**config.mk**
```make
export PLATFORM = sky130hd
export DESIGN_NAME = sata_read_descriptor_builder
export DESIGN_NICKNAME = d
export VERILOG_FILES = /design/src/rtl/core/srdb_pkg.sv /design/src/rtl/core/sata_read_descriptor_builder.sv
export SDC_FILE = /design/constraint.sdc
export NUM_CORES = 1
export LEC_CHECK = 0
export BUFFER_PORTS_ARGS = -buffer_cell sky130_fd_sc_hd__buf_2
export CORE_MARGIN = 2
export CORE_UTILIZATION = 42
export CTS_CLUSTER_DIAMETER = 30
export DETAILED_ROUTE_END_ITERATION = 7
export PLACE_DENSITY = 0.68
export SLEW_MARGIN = 0
export SYNTH_ARGS = -nofsm -noshare
export SYNTH_HDL_FRONTEND = slang
export SYNTH_SLANG_ARGS = --single-unit
```
**constraint.sdc**
```tcl
create_clock -name i_clk -period 4.9 [get_ports i_clk]
set_input_delay 0.245 -clock i_clk [delete_from_list [all_inputs] [get_ports i_clk]]
set_output_delay 0.245 -clock i_clk [all_outputs]
set_load 0.01 [all_outputs]
```
**src/rtl/core/srdb_pkg.sv**
```systemverilog
// Shared constants, control-word types and the sequencer program of the
// SATA read descriptor builder. No dependencies.
package srdb_pkg;

    localparam int MAX_ENTRIES  = 16;
    localparam int CHUNK_BYTES  = 32768;
    localparam int SLOT_COUNT   = 32;

    localparam int SECTOR_LOG2  = 9;
    localparam int CHUNK_LOG2   = $clog2(CHUNK_BYTES);
    localparam int LIMIT_BYTES  = MAX_ENTRIES * CHUNK_BYTES;
    localparam int LIMIT_SECTORS = LIMIT_BYTES / 512;

    localparam int SECTOR_W = 48;
    localparam int WANT_W   = 16;
    localparam int ADDR_W   = 64;
    localparam int BUSY_W   = 32;
    localparam int SLOT_W   = 5;
    localparam int CNT_W    = 11;
    localparam int TOT_W    = 5;
    localparam int NUM_W    = 4;
    localparam int LEN_W    = 15;

    localparam int BYTES_W  = WANT_W + SECTOR_LOG2;
    localparam int ENT_W    = $clog2(MAX_ENTRIES + 1);
    localparam int IDX_W    = (MAX_ENTRIES > 1) ? $clog2(MAX_ENTRIES) : 1;
    localparam int PC_W     = 2;

    typedef logic [PC_W-1:0] t_pc;

    typedef enum logic [1:0] {
        COND_NONE = 2'd0,
        COND_IN   = 2'd1,
        COND_OUT  = 2'd2
    } t_cond;

    typedef struct packed {
        logic  in_ready;
        logic  decode;
        logic  emit;
        logic  kind;
        t_cond cond;
        t_pc   t_more;
        t_pc   t_done;
    } t_ctrl;

    localparam t_pc PC_WAIT   = 2'd0;
    localparam t_pc PC_DECODE = 2'd1;
    localparam t_pc PC_HEADER = 2'd2;
    localparam t_pc PC_DESC   = 2'd3;

    localparam logic KIND_HEADER = 1'b0;
    localparam logic KIND_DESC   = 1'b1;

    function automatic t_ctrl rom_word(input t_pc pc);
        t_ctrl w;
        w = '0;
        unique case (pc)
            PC_WAIT: begin
                w.in_ready = 1'b1;
                w.cond     = COND_IN;
                w.t_more   = PC_DECODE;
                w.t_done   = PC_DECODE;
            end
            PC_DECODE: begin
                w.decode = 1'b1;
                w.cond   = COND_NONE;
                w.t_more = PC_HEADER;
                w.t_done = PC_HEADER;
            end
            PC_HEADER: begin
                w.emit   = 1'b1;
                w.kind   = KIND_HEADER;
                w.cond   = COND_OUT;
                w.t_more = PC_DESC;
                w.t_done = PC_WAIT;
            end
            PC_DESC: begin
                w.emit   = 1'b1;
                w.kind   = KIND_DESC;
                w.cond   = COND_OUT;
                w.t_more = PC_DESC;
                w.t_done = PC_WAIT;
            end
            default: w = '0;
        endcase
        return w;
    endfunction

endpackage

```
**src/rtl/core/sata_read_descriptor_builder.sv**
```systemverilog
// Top level of the SATA read descriptor builder: microcoded sequencer and
// datapath. Depends on srdb_pkg.
//
// One read request turns into a command header result followed by up to
// MAX_ENTRIES descriptor results, one result per cycle while the sink is
// ready. A request passes through the accept, decode and header steps, then
// one descriptor step per descriptor; the four-step program in the control
// ROM handles one request at a time, and the next request is taken the cycle
// after the last result.
module sata_read_descriptor_builder (
    input  logic                           i_clk,
    input  logic                           i_rst_n,
    input  logic                           i_in_valid,
    output logic                           o_in_ready,
    input  logic [srdb_pkg::SECTOR_W-1:0]  i_start_sector,
    input  logic [srdb_pkg::WANT_W-1:0]    i_sectors_wanted,
    input  logic [srdb_pkg::ADDR_W-1:0]    i_buffer_base,
    input  logic [srdb_pkg::BUSY_W-1:0]    i_busy_slots,
    output logic                           o_out_valid,
    input  logic                           i_out_ready,
    output logic                           o_item_kind,
    output logic                           o_no_free_slot,
    output logic [srdb_pkg::SLOT_W-1:0]    o_chosen_slot,
    output logic [srdb_pkg::SECTOR_W-1:0]  o_command_sector,
    output logic [srdb_pkg::CNT_W-1:0]     o_command_count,
    output logic [srdb_pkg::TOT_W-1:0]     o_entry_total,
    output logic [srdb_pkg::NUM_W-1:0]     o_entry_number,
    output logic [srdb_pkg::ADDR_W-1:0]    o_entry_address,
    output logic [srdb_pkg::LEN_W-1:0]     o_entry_length_less_one,
    output logic                           o_last_item
);

    srdb_pkg::t_pc   r_pc, n_pc;
    srdb_pkg::t_ctrl w_ctrl;

    logic [srdb_pkg::SECTOR_W-1:0] r_sector;
    logic [srdb_pkg::WANT_W-1:0]   r_want;
    logic [srdb_pkg::ADDR_W-1:0]   r_addr;
    logic [srdb_pkg::BUSY_W-1:0]   r_busy;
    logic                          r_noslot;
    logic [srdb_pkg::SLOT_W-1:0]   r_slot;
    logic [srdb_pkg::WANT_W-1:0]   r_count;
    logic [srdb_pkg::ENT_W-1:0]    r_entries;
    logic [srdb_pkg::BYTES_W-1:0]  r_rest;
    logic [srdb_pkg::IDX_W-1:0]    r_idx;

    logic                          w_found;
    logic [srdb_pkg::SLOT_W-1:0]   w_slot;
    logic [srdb_pkg::WANT_W-1:0]   w_count;
    logic [srdb_pkg::BYTES_W-1:0]  w_bytes;
    logic [srdb_pkg::BYTES_W:0]    w_round;
    logic [srdb_pkg::ENT_W-1:0]    w_entries;
    logic [srdb_pkg::BYTES_W-1:0]  w_len;
    logic [srdb_pkg::BYTES_W-1:0]  w_len_m1;
    logic                          w_desc_last;
    logic                          w_last;
    logic                          w_in_acc;
    logic                          w_out_acc;

    assign w_ctrl    = srdb_pkg::rom_word(r_pc);
    assign w_in_acc  = i_in_valid && w_ctrl.in_ready;
    assign w_out_acc = w_ctrl.emit && i_out_ready;

    always_comb begin
        w_found = 1'b0;
        w_slot  = '0;
        for (int s = srdb_pkg::SLOT_COUNT - 1; s >= 0; s--) begin
            if (!r_busy[s]) begin
                w_found = 1'b1;
                w_slot  = srdb_pkg::SLOT_W'(s);
            end
        end
    end

    always_comb begin
        if (32'(r_want) > srdb_pkg::LIMIT_SECTORS) begin
            w_count = srdb_pkg::WANT_W'(srdb_pkg::LIMIT_SECTORS);
        end else begin
            w_count = r_want;
        end
        w_bytes   = {w_count, {srdb_pkg::SECTOR_LOG2{1'b0}}};
        w_round   = {1'b0, w_bytes} + (srdb_pkg::BYTES_W + 1)'(srdb_pkg::CHUNK_BYTES - 1);
        w_entries = srdb_pkg::ENT_W'(w_round >> srdb_pkg::CHUNK_LOG2);
    end

    always_comb begin
        if (r_rest < srdb_pkg::BYTES_W'(srdb_pkg::CHUNK_BYTES)) begin
            w_len = r_rest;
        end else begin
            w_len = srdb_pkg::BYTES_W'(srdb_pkg::CHUNK_BYTES);
        end
        w_len_m1    = w_len - srdb_pkg::BYTES_W'(1);
        w_desc_last = (srdb_pkg::ENT_W'(r_idx) + srdb_pkg::ENT_W'(1)) == r_entries;
        if (w_ctrl.kind == srdb_pkg::KIND_DESC) begin
            w_last = w_desc_last;
        end else begin
            w_last = r_noslot || (r_entries == '0);
        end
    end

    always_comb begin
        n_pc = r_pc;
        unique case (w_ctrl.cond)
            srdb_pkg::COND_NONE: n_pc = w_ctrl.t_more;
            srdb_pkg::COND_IN: begin
                if (w_in_acc) n_pc = w_ctrl.t_more;
            end
            srdb_pkg::COND_OUT: begin
                if (w_out_acc) n_pc = w_last ? w_ctrl.t_done : w_ctrl.t_more;
            end
            default: n_pc = srdb_pkg::PC_WAIT;
        endcase
    end

    always_ff @(posedge i_clk) begin
        if (!i_rst_n) begin
            r_pc <= srdb_pkg::PC_WAIT;
        end else begin
            r_pc <= n_pc;
        end
    end

    always_ff @(posedge i_clk) begin
        if (w_in_acc) begin
            r_sector <= i_start_sector;
            r_want   <= i_sectors_wanted;
            r_addr   <= i_buffer_base;
            r_busy   <= i_busy_slots;
        end
        if (w_ctrl.decode) begin
            r_noslot  <= !w_found;
            r_slot    <= w_slot;
            r_count   <= w_found ? w_count : '0;
            r_entries <= w_found ? w_entries : '0;
            r_rest    <= w_bytes;
            r_idx     <= '0;
        end
        if (w_out_acc && w_ctrl.kind == srdb_pkg::KIND_DESC) begin
            r_idx  <= r_idx + srdb_pkg::IDX_W'(1);
            r_addr <= r_addr + srdb_pkg::ADDR_W'(srdb_pkg::CHUNK_BYTES);
            r_rest <= r_rest - srdb_pkg::BYTES_W'(srdb_pkg::CHUNK_BYTES);
        end
    end

    always_comb begin
        o_in_ready              = w_ctrl.in_ready;
        o_out_valid             = w_ctrl.emit;
        o_item_kind             = w_ctrl.kind;
        o_last_item             = w_last;
        o_no_free_slot          = '0;
        o_chosen_slot           = r_noslot ? '0 : r_slot;
        o_command_sector        = '0;
        o_command_count         = '0;
        o_entry_total           = '0;
        o_entry_number          = '0;
        o_entry_address         = '0;
        o_entry_length_less_one = '0;
        if (w_ctrl.kind == srdb_pkg::KIND_DESC) begin
            o_entry_number          = srdb_pkg::NUM_W'(r_idx);
            o_entry_address         = r_addr;
            o_entry_length_less_one = srdb_pkg::LEN_W'(w_len_m1);
        end else begin
            o_no_free_slot   = r_noslot;
            o_command_sector = r_noslot ? '0 : r_sector;
            o_command_count  = srdb_pkg::CNT_W'(r_count);
            o_entry_total    = srdb_pkg::TOT_W'(r_entries);
        end
    end

endmodule
```
==> summary.md <==
| Metric | Value |
|---|---|
| Crit path max fanout | `8` |
| Fin crit period | `3.52 ns` |
| CTS Buffer Depth | `3` |
| First-pass GRT wire length | `42300 um` |
| Most common cell in the netlist | `edfxtp_1` |
| Final setup TNS | `0 ns` |
| Status | `finished clean` |
| Area leader, netlist | `edfxtp_1` |
| H-tree Lvls | `2` |
| Critical path required time | `4.66 ns` |
| GRT met3 Usage | `6.68%` |
| Drt drc | `0` |
| Placed cells | `1466` |
| FMAX | `0.284 GHz` |
| Post-Syn Area | `0.00991 mm^2` |
| Placed instance area | `0.0118 mm^2` |
| Top cells by count, synth | `202 x edfxtp_1, 96 x and2_1, 89 x nand2_1, 78 x and3_1, 52 x nor2_1` |
| GR Util All Layers | `21.6%` |
| Crit start category | `flip-flop` |
| Syn Area/Cell | `11.4 um^2` |
| Cts bufs inserted | `44` |
| Most Crowded Layer GR | `met2` |
| Ys async rst share | `0%` |
| Yosys top cell area share | `61.2%` |
| Initial drt markers | `442` |
| Initial antenna violation count | `1` |
| M2 GR Usage | `36.7%` |
| Starting Density | `42.5%` |
| Final #Nets | `1471` |
| Hold Path Class | `in2reg` |
| Post-route ant nets | `0` |
| Pwr dens | `383 mW/mm^2` |
| Slew Viols, Final | `0` |
| FF+latch count, synth | `204` |
| CP Class | `reg2out` |
| CP Capture Type | `primary output` |
| Hold Violations, Final | `0` |
| Vias in the first global route | `8258` |
| Chip Width | `158 um` |
| Critical path arrival | `3.27 ns` |
| Sequential share of the synthesized area | `61.6%` |
| WL/cell | `16.7 um` |
| Fill cell count | `1875` |
| Largest net degree at the start of global routing | `84` |
| Ys flop type | `edfxtp_1` |
| Drt via density | `5.07` |
| Hold Path Origin | `i_buffer_base[0]` |
| EDFF count, synth | `202` |
| Die height | `158 um` |
| Ratio of cells with drive above 1 in the final layout | `31.1%` |
| Slew margin rel. | `28.9%` |
| Synth-to-Final Area Change | `44.2%` |
| Synth cell types | `54` |
| Routed WL | `27600 um` |
| Crit path launch | `r_rest[15]` |
| Synth top area cells | `edfxtp_1 61%, and2_1 6.1%, and3_1 4.9%` |
| Clock-pin slew on the worst setup and hold paths | `0.05 ns` |
| Die Area | `0.0248 mm^2` |
| Final Skew | `0.0155 ns` |
| RSZ-0062 raised after global routing | `no` |
| Clock sinks | `204` |
| DR pass1 iterations | `5` |
| Final setup viols | `0` |
| Layout Cells excl Fill | `1657` |
| Via Count | `8393` |
| Core Rows | `56` |
| Clk root buf | `clkbuf_16` |
| Core area | `0.0233 mm^2` |
| Syn Inst Count | `870` |
| CTS tree | `done` |
| Post-detail-place hpwl | `17600 um` |
| Cts repair resizes | `0` |
| Met1 Resource Use GR | `26.0%` |
| Max-cap violations | `0` |
| Measured slew at the worst slew-check pin | `1.07 ns` |
| Gr ovfl total | `0` |
| Pleak | `6.18 nW` |
| Io pins | `321` |
| Crit Reg-Reg Startpoint | `r_pc[1]` |
| Peak VDD IR | `317 uV` |
| Period utilization | `71.8%` |
| Synth warn | `0` |
| Placer Congestion | `0.828` |
| Final instance area | `0.0143 mm^2` |
| Clock Latency Late Sink | `0.52 ns` |
| IO buf count | `320` |
| Syn nets | `1038` |
[where the power goes]
part	total, mW	switching [mW]	internal (mW)
sequential	2.18	0.0908	2.09
combinational	0.499	0.269	0.230
clock	2.79	0.960	1.83
[layer usage]
metal	routed length [um]	part of all wire (%)	up-vias
met5	0	0	-
met4	845	3.1	0
met3	2600	9.4	66
met2	13600	49	382
met1	10600	38	3913
li1	-	-	4032
[layout make-up]
cell class | instances | area [um^2] | share of cell area [%]
flip-flops and latches | 204 | 6110 | 42.7
multi-input cells | 595 | 3520 | 24.6
repair buffers | 440 | 2780 | 19.4
clock buffers | 50 | 1130 | 7.93
well taps | 319 | 399 | 2.79
clock inverters | 30 | 288 | 2.01
inverters | 18 | 67.6 | 0.473
diodes | 1 | 2.50 | 0.0175
[cells in the final DEF (no fill, tap or decap), drive strengths merged, types with 12 or more instances in the layout]
cell type    synthesis  layout
xnor2               28      28
clkinv               0      15
dlygate4sd3          0     110
and3                79      79
nor2b               12      12
xor2                29      29
a21oi               17      17
clkbuf              41      50
inv                 18      24
edfxtp             202     202
nand4               18      18
buf                 12     330
nor2                52      52
nand2               89      89
and2                96      96
nand3               40      40
nor3                18      18
o21ai               52      52
[timing repair]
| action | in CTS | in global routing |
|---|---|---|
| hold buffers | 110 | 0 |
| endpoints found under the hold margin | 111 | 0 |
| buffers inserted | 0 | 0 |
| setup endpoints to repair | 0 | 0 |
[worst paths after layout]
kind,to,slack [ns],depth (start not counted)
max,o_entry_length_less_one[13],1.38,11
min,r_addr[0],0.01,2
max reg2reg,r_addr[39],2.31,5
min reg2reg,r_count[2],0.58,1
[state kept, by name (all words and copies together), names as in the netlist]
register	flops
r_busy	32
r_noslot	1
r_slot	5
r_count	11
r_want	16
r_rest	16
r_pc	2
r_addr	64
r_entries	5
r_idx	4
r_sector	48
[metrics by stage]
stage                     power, mW  worst slack, ns  util, %  hold WS (ns)
final                          5.47             1.38     61.3        0.0140
after global routing           5.68             1.10     61.3        0.0109
after CTS                      5.50             1.44     61.3       0.00111
after detailed placement       2.63             2.02     50.4         0.423
after global placement         2.62             2.12     50.4         0.421
after floorplan                2.43            0.670        -         0.344
[cell families (layout without fill, tap and decap cells)]
group | after synthesis | count (layout) | synth area share (%)
compound gates | 99 | 99 | 5.95
buf+inv | 71 | 538 | 3.04
fa+ha+maj | 4 | 4 | 0.505
mux | 1 | 1 | 0.114
other cells | 0 | 1 | 0
flops | 204 | 204 | 61.6
xor+xnor | 57 | 57 | 5.04
simple gates | 434 | 434 | 23.7
[worst max-delay path, stage by stage, from the launching register on]
cell      delay, ns
edfxtp_1       0.41
inv_1          0.08
ha_1           0.17
nor3b_1        0.40
nand3_1        0.20
nor3_1         0.66
nand2_1        0.15
ha_1           0.27
nand2_1        0.07
a32oi_1        0.09
nor2_1         0.12
buf_2          0.14
No activity file was read; power rests on OpenSTA's default activity.
